===== config.mk =====
export PLATFORM = sky130hd
export DESIGN_NAME = sfv_offs
export DESIGN_NICKNAME = d
export VERILOG_FILES = /design/src/rtl/core/sfv_pkg.sv /design/src/rtl/core/sfv_offs.sv
export SDC_FILE = /design/constraint.sdc
export NUM_CORES = 2
export LEC_CHECK = 0
export BUFFER_PORTS_ARGS = -buffer_cell sky130_fd_sc_hd__buf_2
export CORE_MARGIN = 4
export CORE_UTILIZATION = 39
export DETAILED_ROUTE_END_ITERATION = 16
export PLACE_DENSITY_LB_ADDON = 0.15
export SYNTH_ARGS = -nofsm -noshare
export SYNTH_HDL_FRONTEND = slang
export SYNTH_SLANG_ARGS = --single-unit

===== constraint.sdc =====
create_clock -name clk -period 9.9 [get_ports clk]
set_input_delay 0.495 -clock clk [delete_from_list [all_inputs] [get_ports clk]]
set_output_delay 0.495 -clock clk [all_outputs]
set_load 0.1 [all_outputs]

===== src/rtl/core/sfv_pkg.sv =====
// Shared types, constants and elaboration-time table functions for the superellipse fan block.
`default_nettype none

package sfv_pkg;

    localparam int PADDR_W = 5;

    localparam logic [2:0] REG_CENTER_X = 3'd0;
    localparam logic [2:0] REG_CENTER_Y = 3'd1;
    localparam logic [2:0] REG_RADIUS   = 3'd2;
    localparam logic [2:0] REG_DEGREE   = 3'd3;
    localparam logic [2:0] REG_X_SCALE  = 3'd4;
    localparam logic [2:0] REG_Y_SCALE  = 3'd5;

    localparam int EXP_W  = 26;
    localparam int LG_W   = 24;
    localparam int PW_W   = 31;
    localparam int NTERMS = 12;

    // Stage counts of the power and offset pipelines.
    localparam int POW_LAT  = 4 + 2 * NTERMS;
    localparam int OFFS_LAT = 3;

    localparam longint ONE_Q30         = 64'sd1073741824;
    localparam longint CORDIC_GAIN_Q30 = 64'sd652032874;
    localparam logic [29:0] LN2_Q30    = 30'd744261118;
    localparam int CORDIC_STEPS        = 24;

    localparam longint ATAN_TURN [CORDIC_STEPS] = '{
        64'sd536870912, 64'sd316933406, 64'sd167458907, 64'sd85004756,
        64'sd42667331,  64'sd21354465,  64'sd10679838,  64'sd5340245,
        64'sd2670163,   64'sd1335087,   64'sd667544,    64'sd333772,
        64'sd166886,    64'sd83443,     64'sd41722,     64'sd20861,
        64'sd10430,     64'sd5215,      64'sd2608,      64'sd1304,
        64'sd652,       64'sd326,       64'sd163,       64'sd81
    };

    // floor(v / n) for v below 2^31 equals (v * M) >> S with these pairs, n = 1..12.
    localparam logic [31:0] RECIP_M [NTERMS] = '{
        32'd2147483648, 32'd2147483648, 32'd2863311531, 32'd2147483648,
        32'd3435973837, 32'd2863311531, 32'd2454267027, 32'd2147483648,
        32'd3817748708, 32'd3435973837, 32'd3123612579, 32'd2863311531
    };
    localparam int RECIP_S [NTERMS] = '{
        31, 32, 33, 33, 34, 34, 34, 34, 35, 35, 35, 35
    };

    typedef struct packed {
        logic signed [31:0] center_x;
        logic signed [31:0] center_y;
        logic [30:0]        radius;
        logic [15:0]        x_scale;
        logic [15:0]        y_scale;
        logic [EXP_W-1:0]   expo;
    } cfg_t;

    typedef struct packed {
        logic is_center;
        logic oor;
        logic neg_x;
        logic neg_y;
    } ctl_t;

    typedef struct packed {
        logic neg;
        logic hold;
        logic clear;
    } offs_ctl_t;

    // CORDIC cos or sin of a quadrant point, Q30 clamped to [0, 1].
    function automatic longint sfv_trig(input longint z0, input int idx, input int last,
                                        input bit want_sin);
        longint x;
        longint y;
        longint z;
        longint nx;
        int k;
        if (idx == 0) begin
            return want_sin ? 64'sd0 : ONE_Q30;
        end
        if (idx >= last) begin
            return want_sin ? ONE_Q30 : 64'sd0;
        end
        x = CORDIC_GAIN_Q30;
        y = 0;
        z = z0;
        for (k = 0; k < CORDIC_STEPS; k++) begin
            if (z >= 0) begin
                nx = x - (y >>> k);
                y  = y + (x >>> k);
                z  = z - ATAN_TURN[k];
            end else begin
                nx = x + (y >>> k);
                y  = y - (x >>> k);
                z  = z + ATAN_TURN[k];
            end
            x = nx;
        end
        if (x < 0) x = -x;
        if (y < 0) y = -y;
        if (x > ONE_Q30) x = ONE_Q30;
        if (y > ONE_Q30) y = ONE_Q30;
        return want_sin ? y : x;
    endfunction

    // Squaring log2 of a Q30 value, Q16 result with the fraction truncated.
    function automatic logic signed [LG_W-1:0] sfv_log2(input longint u);
        longint m;
        longint lg;
        int p;
        int b;
        int frac;
        bit found;
        if (u <= 0) begin
            return '0;
        end
        p = 0;
        found = 1'b0;
        frac = 0;
        for (b = 30; b >= 0; b--) begin
            if (!found && u[b]) begin
                p = b;
                found = 1'b1;
            end
        end
        m = u << (30 - p);
        for (b = 15; b >= 0; b--) begin
            m = (m * m) >> 30;
            if (m >= 64'sd2147483648) begin
                m = m >> 1;
                frac = frac | (1 << b);
            end
        end
        lg = longint'(p - 30) * 64'sd65536 + longint'(frac);
        return lg[LG_W-1:0];
    endfunction

endpackage

`default_nettype wire


===== src/rtl/core/sfv_offs.sv =====
// Scales a power by axis factor and radius, adds the center and saturates.
`default_nettype none

module sfv_offs
    import sfv_pkg::*;
(
    input  wire logic               clk,
    input  wire logic               en,
    input  wire logic [PW_W-1:0]    pw,
    input  wire logic [15:0]        scale,
    input  wire logic [30:0]        radius,
    input  wire logic signed [31:0] center,
    input  wire offs_ctl_t          ctl,
    output logic signed [31:0]      pos
);

    logic [46:0]        prod1;
    logic [20:0]        factor_reg;
    logic [51:0]        prod2;
    logic [35:0]        off_reg;
    logic signed [37:0] ext_center;
    logic signed [37:0] ext_off;
    logic signed [37:0] sum;
    logic signed [31:0] pos_reg;

    assign prod1 = 47'(scale) * 47'(pw);
    assign prod2 = 52'(factor_reg) * 52'(radius);

    assign ext_center = 38'(center);
    assign ext_off    = $signed({2'b00, off_reg});
    assign sum        = ctl.neg ? (ext_center - ext_off) : (ext_center + ext_off);

    always_ff @(posedge clk)
    begin
        if (en)
        begin
            factor_reg <= prod1[46:26];
            off_reg    <= prod2[51:16];
            if (ctl.clear)
            begin
                pos_reg <= '0;
            end
            else if (ctl.hold)
            begin
                pos_reg <= center;
            end
            else if (sum > 38'sd2147483647)
            begin
                pos_reg <= 32'sh7FFFFFFF;
            end
            else if (sum < -38'sd2147483648)
            begin
                pos_reg <= 32'sh80000000;
            end
            else
            begin
                pos_reg <= sum[31:0];
            end
        end
    end

    assign pos = pos_reg;

endmodule

`default_nettype wire


==> impl_metrics.py <==
metrics = {
    "place": {
        "numPortBuffers": 146,
        "dpl_cell_area_sq_um": 43020,
        "dpl.hpwl_mm": 87.20,
        "routabilityCongestion": 0.8377,
    },
    "clocking": {
        "clockRootBuffer": "clkbuf_16",
        "numCtsBuffers": 9,
        "clk_pin_slew_ns": 0.07,
        "cts_resized": 0,
        "clk_latency_ns": 0.40,
        "cts_buffer_depth": 2,
        "clkSinkCount": 89,
        "postCtsSetupBuffers": 0,
        "cts_tree": "built",
        "htreeDepth": 3,
        "cts_hold_buf": 0,
    },
    "sta": {
        "fmax_mhz": 124.8,
        "worst_pin_slew_ns": 1.023,
        "tns_ns": 0,
        "finalHoldViolCount": 0,
        "max-slew-margin-rel_pct": 31.19,
        "grt_setup_unrepaired": "false",
        "fin_worst_skew_ns": 0.01116,
        "period_minus_slack_ns": 8.015,
        "period_share_pct": 80.96,
        "setup_viol": 0,
        "maxSlewViolCount": 0,
    },
    "critical_path": {
        "critPathSlowestCell": "edfxtp_1",
        "crit_family": "adder cells",
        "r2r_cells": 23,
        "rr_endpoint": "off_reg[26]$_DFFE_PP_",
        "crit_type": "reg2reg",
        "cp_num_buf_inv": 4,
        "worstPathMaxFanout": 20,
        "r2r_slack_ns": 1.88,
        "r2r-start": "factor_reg[7]$_DFFE_PP_",
        "max_stage_delay_ns": 0.94,
        "path_cells": "buf_4 -> nand2_1 -> fa_1 -> fa_1 -> fa_1 -> fa_1 -> inv_1 -> fa_1 -> fa_1 -> inv_1 -> fa_1 -> inv_1 -> ha_1 -> a21oi_1 -> o22ai_1 -> o21ai_0 -> nand4b_1 -> o21bai_1 -> a21oi_1 -> o21bai_1 -> a31o_2 -> a221oi_1 -> xnor2_1",
        "cp-end-kind": "flop",
        "worst-path-stages": 23,
        "critPathLaunchType": "flop",
        "crit_top_cell": "fa_1",
        "critPathRequiredTime_ns": 10.05,
        "cp.arrival_ns": 8.16,
    },
    "drt": {
        "routed_wl_mm": 113.2,
        "routed_via_density": 4.999,
        "drc_errors": 0,
        "first_pass_iters": 5,
        "wl_per_cell_um": 19.25,
        "vias": 29380,
        "ant_nets": 0,
        "first_iter_violations": 1534,
    },
    "synthesis": {
        "ys.flop_type": "edfxtp_1",
        "synth.area.top_cells": "fa_1 (46%), ha_1 (9.5%), inv_1 (9.4%)",
        "synth_edf_count": 89,
        "yosys_warnings": 0,
        "synth_cell_types": 75,
        "yosysSeqAreaShare_pct": 6.484,
        "synth_nets": 5916,
        "synthesis.area_sq_um": 41220,
        "yosysTopAreaCell": "fa_1",
        "synth_top_cell_area_share_pct": 46.19,
        "synth_commonest_cells": "inv_1 (1027), fa_1 (951), nand2_1 (692)",
        "synth-seq-cells": 89,
        "ys_async_sr_fraction_pct": 0,
        "synth.most_common_cell": "inv_1",
        "postSynthAreaPerCell_sq_um": 9.084,
        "synthCells": 4537,
    },
    "min_path": {
        "holdCritStartpoint": "center[4]",
        "hold_depth": 3,
        "hold_class": "in2reg",
        "holdPathEnd": "pos[4]$_SDFFCE_PP0P_",
    },
    "run": {
        "maxCapViolCount": 0,
    },
    "finish": {
        "stdcell_area_sq_um": 43350,
        "fill_cells": 10600,
        "syn2layout_area_growth_pct": 5.170,
        "fin_nets": 5870,
        "utilization_pct": 41.59,
        "largest_reg_flops": 36,
        "drive_above_1_share_pct": 5.472,
    },
    "global_routing": {
        "gr-total-overflow": 0,
        "grt_max_degree": 64,
        "track_usage_pct": 20.69,
        "grt_pass1_wl_mm": 181.4,
        "grt_pass1_vias": 31470,
        "antenna_found_initial": 3,
    },
    "floorplanning": {
        "dieArea_sq_um": 110900,
        "die_w_um": 333.1,
        "num_rows": 118,
        "ios": 147,
        "core_area_sq_um": 104200,
        "initial_core_util_pct": 39.54,
        "die_y_um": 333.1,
    },
    "run_status": {
        "status": "finished clean",
    },
}
routing by layer:
| metal | vias up | GRT usage (%) | part of all wire, % |
|---|---|---|---|
| met4 | 4 | 3.044 | 1.2 |
| met1 | 15320 | 29.05 | 46 |
| met2 | 582 | 35.88 | 49 |
| met5 | - | 0 | 0.024 |
| li1 | 13400 | - | - |
| met3 | 82 | 1.684 | 3.8 |
through the flow:
| stage | setup slack (ns) | cells | hold WS (ns) |
|---|---|---|---|
| final | 1.885 | 5878 | 0.5554 |
| after global routing | 1.626 | 5876 | 0.5662 |
| after floorplan | 2.987 | 4537 | 0.6075 |
| after global placement | 2.016 | 5860 | 0.9590 |
| after detailed placement | 1.874 | 5860 | 0.9565 |
| after CTS | 1.871 | 5876 | 0.5331 |
area by class of cell:
cell class | count | area (sq um) | area share [%]
diodes | 2 | 5.005 | 0.01155
inverters | 1027 | 3855 | 8.893
multi-input cells | 3187 | 33800 | 77.97
flip-flops and latches | 89 | 2673 | 6.166
well taps | 1380 | 1727 | 3.983
clock buffers | 9 | 225.2 | 0.5196
repair buffers | 177 | 965.9 | 2.228
clock inverters | 7 | 98.84 | 0.2280
how the worst max path moves through the flow:
stage	slack (ns)	from	endpoint
floorplan	2.99	radius[1]	off_reg[26]$_DFFE_PP_
global placement	2.02	factor_reg[6]$_DFFE_PP_	off_reg[26]$_DFFE_PP_
detailed placement	1.87	factor_reg[7]$_DFFE_PP_	off_reg[29]$_DFFE_PP_
CTS	1.87	factor_reg[7]$_DFFE_PP_	off_reg[26]$_DFFE_PP_
global route	1.63	factor_reg[7]$_DFFE_PP_	off_reg[26]$_DFFE_PP_
finish	1.88	factor_reg[7]$_DFFE_PP_	off_reg[26]$_DFFE_PP_
kinds of logic after synthesis:
group           after synthesis  share of synthesized area, %
fa+ha+maj                  1264                         55.69
mux                           1                       0.02429
simple gates               1449                         17.33
buf+inv                    1261                         11.55
xor+xnor                    124                         2.635
compound gates              349                         6.281
flops                        89                         6.484
worst min-delay path, cell delays in order:
cell and delay (ns):
buf_2 0.09, nor2b_1 0.05, o32ai_2 0.18
layout by cell type, fill, tap and decap left out, types with 36 or more instances in the layout:
| cell | Yosys | layout |
|---|---|---|
| a21o_1 | 45 | 45 |
| a21oi_1 | 112 | 112 |
| and2_1 | 505 | 505 |
| buf_2 | 4 | 145 |
| edfxtp_1 | 89 | 89 |
| fa_1 | 951 | 951 |
| ha_1 | 313 | 313 |
| inv_1 | 1027 | 1027 |
| nand2_1 | 692 | 692 |
| nor2_1 | 68 | 68 |
| nor2b_1 | 44 | 44 |
| or3_1 | 36 | 36 |
| xnor2_1 | 87 | 87 |
| xor2_1 | 37 | 37 |
Power is not shown: default switching activity piles up to over one toggle a cycle in this logic, so the estimate is an artifact.
