**config.mk**
```make
export PLATFORM = sky130hd
export DESIGN_NAME = sfv_cfg
export DESIGN_NICKNAME = d
export VERILOG_FILES = /design/src/rtl/core/sfv_pkg.sv /design/src/rtl/core/sfv_cfg.sv
export SDC_FILE = /design/constraint.sdc
export NUM_CORES = 1
export LEC_CHECK = 0
export BUFFER_PORTS_ARGS = -buffer_cell sky130_fd_sc_hd__buf_4
export CAP_MARGIN = 30
export CORE_UTILIZATION = 35
export DETAILED_ROUTE_END_ITERATION = 7
export PLACE_DENSITY_LB_ADDON = 0.12
export SLEW_MARGIN = 20
export SYNTH_ARGS = -nofsm -noshare
export SYNTH_HDL_FRONTEND = slang
export SYNTH_SLANG_ARGS = --single-unit
```
**constraint.sdc**
```tcl
create_clock -name clk -period 3.75 [get_ports clk]
set_clock_uncertainty 0.2 [all_clocks]
set_input_delay 0.5625 -clock clk [delete_from_list [all_inputs] [get_ports clk]]
set_output_delay 0.5625 -clock clk [all_outputs]
set_load 0.01 [all_outputs]
```
**src/rtl/core/sfv_pkg.sv**
```systemverilog
// Shared types, constants and elaboration-time table functions for the superellipse fan block.
`default_nettype none

package sfv_pkg;

    localparam int PADDR_W = 5;

    localparam logic [2:0] REG_CENTER_X = 3'd0;
    localparam logic [2:0] REG_CENTER_Y = 3'd1;
    localparam logic [2:0] REG_RADIUS   = 3'd2;
    localparam logic [2:0] REG_DEGREE   = 3'd3;
    localparam logic [2:0] REG_X_SCALE  = 3'd4;
    localparam logic [2:0] REG_Y_SCALE  = 3'd5;

    localparam int EXP_W  = 26;
    localparam int LG_W   = 24;
    localparam int PW_W   = 31;
    localparam int NTERMS = 12;

    // Stage counts of the power and offset pipelines.
    localparam int POW_LAT  = 4 + 2 * NTERMS;
    localparam int OFFS_LAT = 3;

    localparam longint ONE_Q30         = 64'sd1073741824;
    localparam longint CORDIC_GAIN_Q30 = 64'sd652032874;
    localparam logic [29:0] LN2_Q30    = 30'd744261118;
    localparam int CORDIC_STEPS        = 24;

    localparam longint ATAN_TURN [CORDIC_STEPS] = '{
        64'sd536870912, 64'sd316933406, 64'sd167458907, 64'sd85004756,
        64'sd42667331,  64'sd21354465,  64'sd10679838,  64'sd5340245,
        64'sd2670163,   64'sd1335087,   64'sd667544,    64'sd333772,
        64'sd166886,    64'sd83443,     64'sd41722,     64'sd20861,
        64'sd10430,     64'sd5215,      64'sd2608,      64'sd1304,
        64'sd652,       64'sd326,       64'sd163,       64'sd81
    };

    // floor(v / n) for v below 2^31 equals (v * M) >> S with these pairs, n = 1..12.
    localparam logic [31:0] RECIP_M [NTERMS] = '{
        32'd2147483648, 32'd2147483648, 32'd2863311531, 32'd2147483648,
        32'd3435973837, 32'd2863311531, 32'd2454267027, 32'd2147483648,
        32'd3817748708, 32'd3435973837, 32'd3123612579, 32'd2863311531
    };
    localparam int RECIP_S [NTERMS] = '{
        31, 32, 33, 33, 34, 34, 34, 34, 35, 35, 35, 35
    };

    typedef struct packed {
        logic signed [31:0] center_x;
        logic signed [31:0] center_y;
        logic [30:0]        radius;
        logic [15:0]        x_scale;
        logic [15:0]        y_scale;
        logic [EXP_W-1:0]   expo;
    } cfg_t;

    typedef struct packed {
        logic is_center;
        logic oor;
        logic neg_x;
        logic neg_y;
    } ctl_t;

    typedef struct packed {
        logic neg;
        logic hold;
        logic clear;
    } offs_ctl_t;

    // CORDIC cos or sin of a quadrant point, Q30 clamped to [0, 1].
    function automatic longint sfv_trig(input longint z0, input int idx, input int last,
                                        input bit want_sin);
        longint x;
        longint y;
        longint z;
        longint nx;
        int k;
        if (idx == 0) begin
            return want_sin ? 64'sd0 : ONE_Q30;
        end
        if (idx >= last) begin
            return want_sin ? ONE_Q30 : 64'sd0;
        end
        x = CORDIC_GAIN_Q30;
        y = 0;
        z = z0;
        for (k = 0; k < CORDIC_STEPS; k++) begin
            if (z >= 0) begin
                nx = x - (y >>> k);
                y  = y + (x >>> k);
                z  = z - ATAN_TURN[k];
            end else begin
                nx = x + (y >>> k);
                y  = y - (x >>> k);
                z  = z + ATAN_TURN[k];
            end
            x = nx;
        end
        if (x < 0) x = -x;
        if (y < 0) y = -y;
        if (x > ONE_Q30) x = ONE_Q30;
        if (y > ONE_Q30) y = ONE_Q30;
        return want_sin ? y : x;
    endfunction

    // Squaring log2 of a Q30 value, Q16 result with the fraction truncated.
    function automatic logic signed [LG_W-1:0] sfv_log2(input longint u);
        longint m;
        longint lg;
        int p;
        int b;
        int frac;
        bit found;
        if (u <= 0) begin
            return '0;
        end
        p = 0;
        found = 1'b0;
        frac = 0;
        for (b = 30; b >= 0; b--) begin
            if (!found && u[b]) begin
                p = b;
                found = 1'b1;
            end
        end
        m = u << (30 - p);
        for (b = 15; b >= 0; b--) begin
            m = (m * m) >> 30;
            if (m >= 64'sd2147483648) begin
                m = m >> 1;
                frac = frac | (1 << b);
            end
        end
        lg = longint'(p - 30) * 64'sd65536 + longint'(frac);
        return lg[LG_W-1:0];
    endfunction

endpackage

`default_nettype wire

```
**src/rtl/core/sfv_cfg.sv**
```systemverilog
// Configuration registers and the iterative divider that derives the exponent 2/n.
`default_nettype none

module sfv_cfg
    import sfv_pkg::*;
(
    input  wire logic               clk,
    input  wire logic               rst_n,
    input  wire logic               psel,
    input  wire logic               penable,
    input  wire logic               pwrite,
    input  wire logic [PADDR_W-1:0] paddr,
    input  wire logic [31:0]        pwdata,
    output logic      [31:0]        prdata,
    output logic                    pready,
    output cfg_t                    cfg,
    output logic                    busy
);

    logic signed [31:0] center_x_reg;
    logic signed [31:0] center_y_reg;
    logic [30:0]        radius_reg;
    logic [14:0]        degree_reg;
    logic [15:0]        x_scale_reg;
    logic [15:0]        y_scale_reg;

    logic               div_busy_reg;
    logic [4:0]         div_cnt_reg;
    logic [14:0]        div_rem_reg;
    logic [14:0]        div_den_reg;
    logic [EXP_W-1:0]   div_quo_reg;

    logic               wr;
    logic [2:0]         idx;
    logic [15:0]        shifted;
    logic               qbit;
    logic [15:0]        rem_next;

    assign pready = 1'b1;
    assign wr     = psel && penable && pwrite;
    assign idx    = paddr[4:2];

    // Long division of 2^25 by the degree, one quotient bit a cycle, top bit first.
    assign shifted  = {div_rem_reg, (div_cnt_reg == 5'd25)};
    assign qbit     = (shifted >= {1'b0, div_den_reg});
    assign rem_next = qbit ? (shifted - {1'b0, div_den_reg}) : shifted;

    always_ff @(posedge clk or negedge rst_n)
    begin
        if (!rst_n)
        begin
            center_x_reg <= '0;
            center_y_reg <= '0;
            radius_reg   <= 31'd65536;
            degree_reg   <= 15'd1024;
            x_scale_reg  <= 16'd4096;
            y_scale_reg  <= 16'd4096;
            div_busy_reg <= 1'b0;
            div_cnt_reg  <= '0;
            div_rem_reg  <= '0;
            div_den_reg  <= 15'd1024;
            div_quo_reg  <= 26'd32768;
        end
        else
        begin
            if (div_busy_reg && !(wr && (idx == REG_DEGREE)))
            begin
                div_rem_reg <= rem_next[14:0];
                div_quo_reg <= {div_quo_reg[EXP_W-2:0], qbit};
                div_cnt_reg <= div_cnt_reg - 5'd1;
                if (div_cnt_reg == 5'd0)
                begin
                    div_busy_reg <= 1'b0;
                end
            end
            if (wr)
            begin
                case (idx)
                    REG_CENTER_X: center_x_reg <= pwdata;
                    REG_CENTER_Y: center_y_reg <= pwdata;
                    REG_RADIUS:   radius_reg   <= pwdata[30:0];
                    REG_DEGREE:
                    begin
                        degree_reg   <= pwdata[14:0];
                        div_den_reg  <= (pwdata[14:0] == 15'd0) ? 15'd1 : pwdata[14:0];
                        div_rem_reg  <= '0;
                        div_quo_reg  <= '0;
                        div_cnt_reg  <= 5'd25;
                        div_busy_reg <= 1'b1;
                    end
                    REG_X_SCALE:  x_scale_reg  <= pwdata[15:0];
                    REG_Y_SCALE:  y_scale_reg  <= pwdata[15:0];
                    default:      ;
                endcase
            end
        end
    end

    always_comb
    begin
        case (idx)
            REG_CENTER_X: prdata = center_x_reg;
            REG_CENTER_Y: prdata = center_y_reg;
            REG_RADIUS:   prdata = {1'b0, radius_reg};
            REG_DEGREE:   prdata = {17'd0, degree_reg};
            REG_X_SCALE:  prdata = {16'd0, x_scale_reg};
            REG_Y_SCALE:  prdata = {16'd0, y_scale_reg};
            default:      prdata = '0;
        endcase
    end

    assign cfg.center_x = center_x_reg;
    assign cfg.center_y = center_y_reg;
    assign cfg.radius   = radius_reg;
    assign cfg.x_scale  = x_scale_reg;
    assign cfg.y_scale  = y_scale_reg;
    assign cfg.expo     = div_quo_reg;
    assign busy         = div_busy_reg;

endmodule

`default_nettype wire

```
==> results of run 1 <==
-- power breakdown --
part	switching (mW)	total [mW]	internal, mW
clock network	0.955	2.35	1.39
logic	1.64	3.30	1.66
registers	0.535	3.36	2.82
-- final cells by class --
cell class	instances	area [um2]
Sequential cell	204	5110
Multi-Input combinational cell	591	4420
Tap cell	372	465
Fill cell	2594	14500
Clock inverter	5	65.1
Inverter	23	86.3
Clock buffer	41	726
Timing Repair Buffer	243	1880
-- per-stage QoR --
step | util (%) | instances | hold slack [ns] | instance area (um2)
floorplan | - | 874 | 0.0669 | 9830
global placement | 43.9 | 1432 | 0.247 | 12000
detailed placement | 43.9 | 1432 | 0.254 | 12000
CTS | 46.8 | 1479 | 0.0522 | 12800
global route | 46.8 | 1479 | 0.0597 | 12800
finish | 46.8 | 1479 | 0.0653 | 12800
-- layout by cell type, fill, tap and decap left out, drive strengths merged, types with 2 or more instances in the layout --
cell,synthesis,final
nand4,2,2
inv,23,24
o221ai,6,6
nand3,17,17
clkbuf,36,42
o22ai,8,8
and3,3,3
a31oi,8,8
buf,20,241
a21oi,49,49
nor2b,5,5
a22oi,7,7
nand2b,9,9
nor2,90,90
dfrtp,198,198
clkinv,0,3
mux2i,66,66
nand2,73,73
or3,2,2
nor3,6,6
o21ai,33,33
dfstp,6,6
a21boi,4,4
a21o,3,3
xor2,2,2
xnor2,10,10
nand4b,2,2
o211ai,4,4
ha,18,18
o21a,2,2
nor4,3,3
mux2,134,134
a211oi,8,8
mux4,3,3
-- how the worst max path moves through the flow --
stage | from | end | slack [ns]
2_1_floorplan | paddr[2] | prdata[1] | 0.98
3_3_place_gp | div_cnt_reg[0] | div_rem_reg[12] | 0.58
3_5_place_dp | div_cnt_reg[0] | div_rem_reg[1] | 0.56
4_1_cts | div_cnt_reg[0] | div_rem_reg[12] | 0.55
5_1_grt | div_cnt_reg[0] | div_rem_reg[1] | 0.38
6_report | div_cnt_reg[0] | div_rem_reg[12] | 0.58
-- routing by layer --
layer  vias up  track usage (%)
li1       3526                -
met2       199             31.2
met4         0             4.62
met3        32             4.64
met5         -                0
met1      3675             26.9
-- cell families (layout without fill, tap and decap cells) --
logic type	after synthesis	after routing	synth area share, %
and+or+nand+nor	215	215	9.48
AOI/OAI and AO/OA	141	141	8.86
adders and majority gates	19	19	2.49
muxes	203	203	22.8
xor gates and xnor gates	12	12	1.07
buffers and inverters	79	312	3.28
other	1	1	0.0382
DFF	204	204	52.0
-- timing repair --
item                      in CTS  in global routing
setup buffers                  0                  0
hold endpoints to repair      76                  0
hold buffers                   1                  0
gates resized for setup        0                  0
==> reports/metrics.yaml, run 1 <==
synth.avg_cell_area_um2: 11.2
crit_fanout: 8
leakage_nw: 6.21
io_buffers: 225
synth_top_cell_by_area: "dfrtp_1"
rsz0062_at_grt: "false"
critical_path_arrival_ns: 3.41
synth.most_common_cell: "dfrtp_1"
max_freq_ghz: 0.315
hp-class: "input pin to register"
numCtsBuffers: 25
clock-sinks: 204
start_kind: "register"
path_cells: "ha_1, nand4b_1, ha_1, inv_1, fa_1, a21o_1, a21oi_1, a211o_1, nand3_1, mux2i_1, a211oi_1"
worstSetupPathType: "register to register"
critPathTopFamily: "compound AO/OA/AOI/OAI gates"
die_x_um: 170
final_max_slew_viol_count: 0
min_to: "center_y_reg[22]"
via_count: 7432
rr_startpoint: "div_cnt_reg[0]"
cts_tree: "yes"
worst-path-stages: 11
hold_viol: 0
route.detailed.drc: 0
slowest_stage: "dfrtp_1"
drtPass1Iterations: 4
route.met2.wl_mm: 12.8
yosysWarnings: 0
root_buffer: "clkbuf_16"
max-cap-violations: 0
r2r_cells: 11
setup_viol: 0
drive_gt1_share_pct: 38.7
area_growth_pct: 29.8
synth_area_mm2: 0.00983
dp_hpwl_mm: 18.6
grt_pass1_vias: 7487
ir_drop_v: 0.000459
core_mm2: 0.0273
holdPathStages: 2
initial_utilization_pct: 36.1
synth_seq_cells: 204
crit_path_end_kind: "register"
postSynthCellCount: 874
gp_congestion: 0.778
grt.total_usage_pct: 19.6
fin_ws_ns: 0.577
die-height_um: 170
nets: 1149
netlist_top_cells_count: "dfrtp_1, mux2_2, nor2_1"
ys_types: 53
clk_path_buf_depth: 3
dr.max_layer_used: "met4"
relSlewSlack_pct: 40.1
synth-async-reset-ratio_pct: 100
holdCritStartpoint: "pwdata[22]"
cp.required_ns: 3.98
antenna_cells: 0
crit_buf_inv: 1
met1_length_mm: 13.0
min_period_ns: 3.17
max_slew.worst_pin.slew_ns: 0.898
h-tree-depth: 1
grt_antenna_before_repair: 0
seq_area_frac_synth_pct: 52.0
setup_tns_ns: 0
synthesis.nets: 935
fin_crit_sh_pct: 84.6
synth_top_area_share_pct: 50.4
crit_top_cell: "ha_1"
max_stage_delay_ns: 0.42
r2r_slack_ns: 0.58
status: "finished clean"
wl_mm: 28.0
initialDrtViolationCount: 387
synth_edf_count: 0
postRouteAntennaNets: 0
power_density_mw_per_mm2: 706
rows: 60
die_area_mm2: 0.0288
total_power_mw: 9.00
r2r_end: "div_rem_reg[12]"
synth.area.top_cells: "dfrtp_1, mux2_2, mux2i_1"
clk_latency_ns: 0.54
num_io_pins: 229
pre_cts_ws_ns: 0.558
clk_pin_slew_ns: 0.06
grt_max_degree: 82
met3_length_mm: 1.77
post_drt_wl_per_cell_um: 19.0
grt_pass1_wl_mm: 44.3
post_drt_via_cell_ratio: 5.03
gr-total-overflow: 0
synthFlopType: "dfrtp_1"
No activity file was read; power rests on OpenSTA's default activity.
==> run 2, diff against run 1 <==
clock period = 2.8 ns   (was 3.75 ns; I/O delays follow)
==> reports/metrics.yaml, run 2 (synthesis gave the netlist of run 1 again) <==
cp.required_ns: 3.02  # -0.96 ns
drive_gt1_share_pct: 42.4  # +3.7 points
grt_pass1_vias: 7693  # +2.8%
io_buffers: 225  # unchanged
area_growth_pct: 38.7
fin_cells: 1558  # +5.3%
max_slew.worst_pin.slew_ns: 0.624  # -0.274 ns
fin_util_pct: 50.0  # +3.2 points
nets: 1230  # +7.0%
die_area_mm2: 0.0288  # unchanged
clock-sinks: 204  # unchanged
max_freq_ghz: 0.352  # +12%
root_buffer: "clkbuf_16"
min_period_ns: 2.84  # -0.336 ns
num_io_pins: 229  # unchanged
ir_drop_v: 0.000571  # +24%
grt.total_usage_pct: 19.8  # +0.22 points
grt_max_degree: 62  # -24%
mostFrequentLayoutCells: "buf_4, dfrtp_1, mux2_2"
timing.hold.ws_ns: 0.0302  # -0.0350 ns
final_common_cell: "buf_4"
setup_tns_ns: -0.133  # -0.133 ns
clk_path_buf_depth: 3  # unchanged
setup_viol: 6  # +6
hold_viol: 0  # unchanged
total_power_mw: 13.1  # +46%
core_mm2: 0.0273  # unchanged
critical_path_arrival_ns: 3.05  # -0.36 ns
worstSetupPathType: "register to register"
pre_cts_ws_ns: -0.116  # -0.674 ns
hp-class: "input pin to register"
grt_antenna_before_repair: 0  # unchanged
gp_congestion: 0.761  # -2.2%
min_to: "center_y_reg[4]"
cts_tree: "yes"
holdCritStartpoint: "pwdata[4]"
numCtsBuffers: 24  # -4.0%
route.detailed.drc: 0  # unchanged
post_drt_wl_per_cell_um: 18.5  # -2.6%
failed_checks: "setup timing"
r2r_end: "div_rem_reg[12]"
clk_pin_slew_ns: 0.06  # about the same
fillCellCount: 2563  # -1.2%
clk_latency_ns: 0.51  # -0.03 ns
dp_hpwl_mm: 19.6  # +5.5%
status: "complete, but fails checks"
rsz0062_at_grt: "true"
fin_ws_ns: -0.0373  # -0.614 ns
initial_utilization_pct: 36.1  # unchanged
r2r_slack_ns: -0.04  # -0.61 ns
initialDrtViolationCount: 347  # -10%
wl_mm: 28.8  # +2.6%
r2r_cells: 13  # +2
placed_area_mm2: 0.0123  # +2.8%
drtPass1Iterations: 4  # unchanged
via_count: 7727  # +4.0%
crit_path_end_kind: "register"
postRouteAntennaNets: 0  # unchanged
max-cap-violations: 0  # unchanged
h-tree-depth: 1  # unchanged
stdcell_area_mm2: 0.0136  # +6.9%
rows: 60  # unchanged
post_drt_via_cell_ratio: 4.96  # -1.3%
placedCellCount: 1473  # +2.9%
relSlewSlack_pct: 58.4  # +18 points
leakage_nw: 6.64  # +6.9%
die_x_um: 170  # unchanged
gr-total-overflow: 0  # unchanged
rr_startpoint: "div_cnt_reg[0]"
holdPathStages: 2  # unchanged
antenna_cells: 0  # unchanged
start_kind: "register"
final_max_slew_viol_count: 0  # unchanged
power_density_mw_per_mm2: 961  # +36%
fin_crit_sh_pct: 101  # +17 points
die-height_um: 170  # unchanged
grt_pass1_wl_mm: 44.9  # +1.3%
crit_fanout: 4  # -4
[run 2: changes by cell type in the layout (fill, tap and decap cells not counted), moves of 3 or more]
cell           delta
dlygate4sd3_1    +29
nor2_1            -3
clkbuf_1          -5
bufinv_16         +3
nor2_2            +3
a21oi_1           -5
a21oi_2           +5
buf_4            +45
buf_6             +5
[run 2: power by group]
group,total [mW],internal [mW],switching (mW)
Clock,3.35,2.13,1.22
Sequential,4.45,3.78,0.667
Combinational,5.31,2.81,2.50
[run 2: worst max-delay path by stage]
stage / startpoint / endpoint / slack [ns] / depth (start not counted)
after detailed placement: div_cnt_reg[0] / div_rem_reg[11] / -0.12 / 13
after floorplan: div_cnt_reg[0] / div_rem_reg[1] / 0.03 / 12
after global placement: div_cnt_reg[1] / div_rem_reg[14] / -0.08 / 14
final: div_cnt_reg[0] / div_rem_reg[12] / -0.04 / 13
after global routing: div_cnt_reg[1] / div_rem_reg[3] / -0.19 / 15
after CTS: div_cnt_reg[0] / div_rem_reg[14] / -0.03 / 13
[run 2: layout make-up]
type | instances | area [um2] | share of cell area [%]
sequential | 204 | 5110 | 37.5
multi-input combinational | 591 | 4500 | 33.0
timing repair buffer | 325 | 2620 | 19.2
clock buffer | 37 | 721 | 5.28
tap | 372 | 465 | 3.41
clock inverter | 6 | 130 | 0.954
inverter | 23 | 86.3 | 0.633
[run 2: critical path, cell delays in order (launching register included)]
cell and delay (ns):
dfrtp_1 0.41, ha_4 0.17, nand4b_1 0.15, ha_2 0.22, inv_2 0.04, fa_2 0.34
a21o_1 0.20, a21oi_2 0.15, a211o_1 0.16, buf_4 0.11, nand3_2 0.09, buf_6 0.16
mux2i_1 0.11, a211oi_1 0.22
[run 2: metal layers]
| layer | wire length, um | global-route usage (%) | vias up |
|---|---|---|---|
| met4 | 432 | 4.23 | 0 |
| met5 | 0 | 0 | - |
| met2 | 13400 | 31.7 | 177 |
| li1 | - | - | 3681 |
| met3 | 1610 | 4.57 | 25 |
| met1 | 13300 | 27.3 | 3844 |
[run 2: timing repair]
item                                    in CTS  in global routing
buffers inserted                            10                  3
endpoints found under the hold margin      134                  0
endpoints found under the setup margin      16                 16
hold buffers                                30                  0
pin swaps                                   22                 13
resized for setup                           18                 14
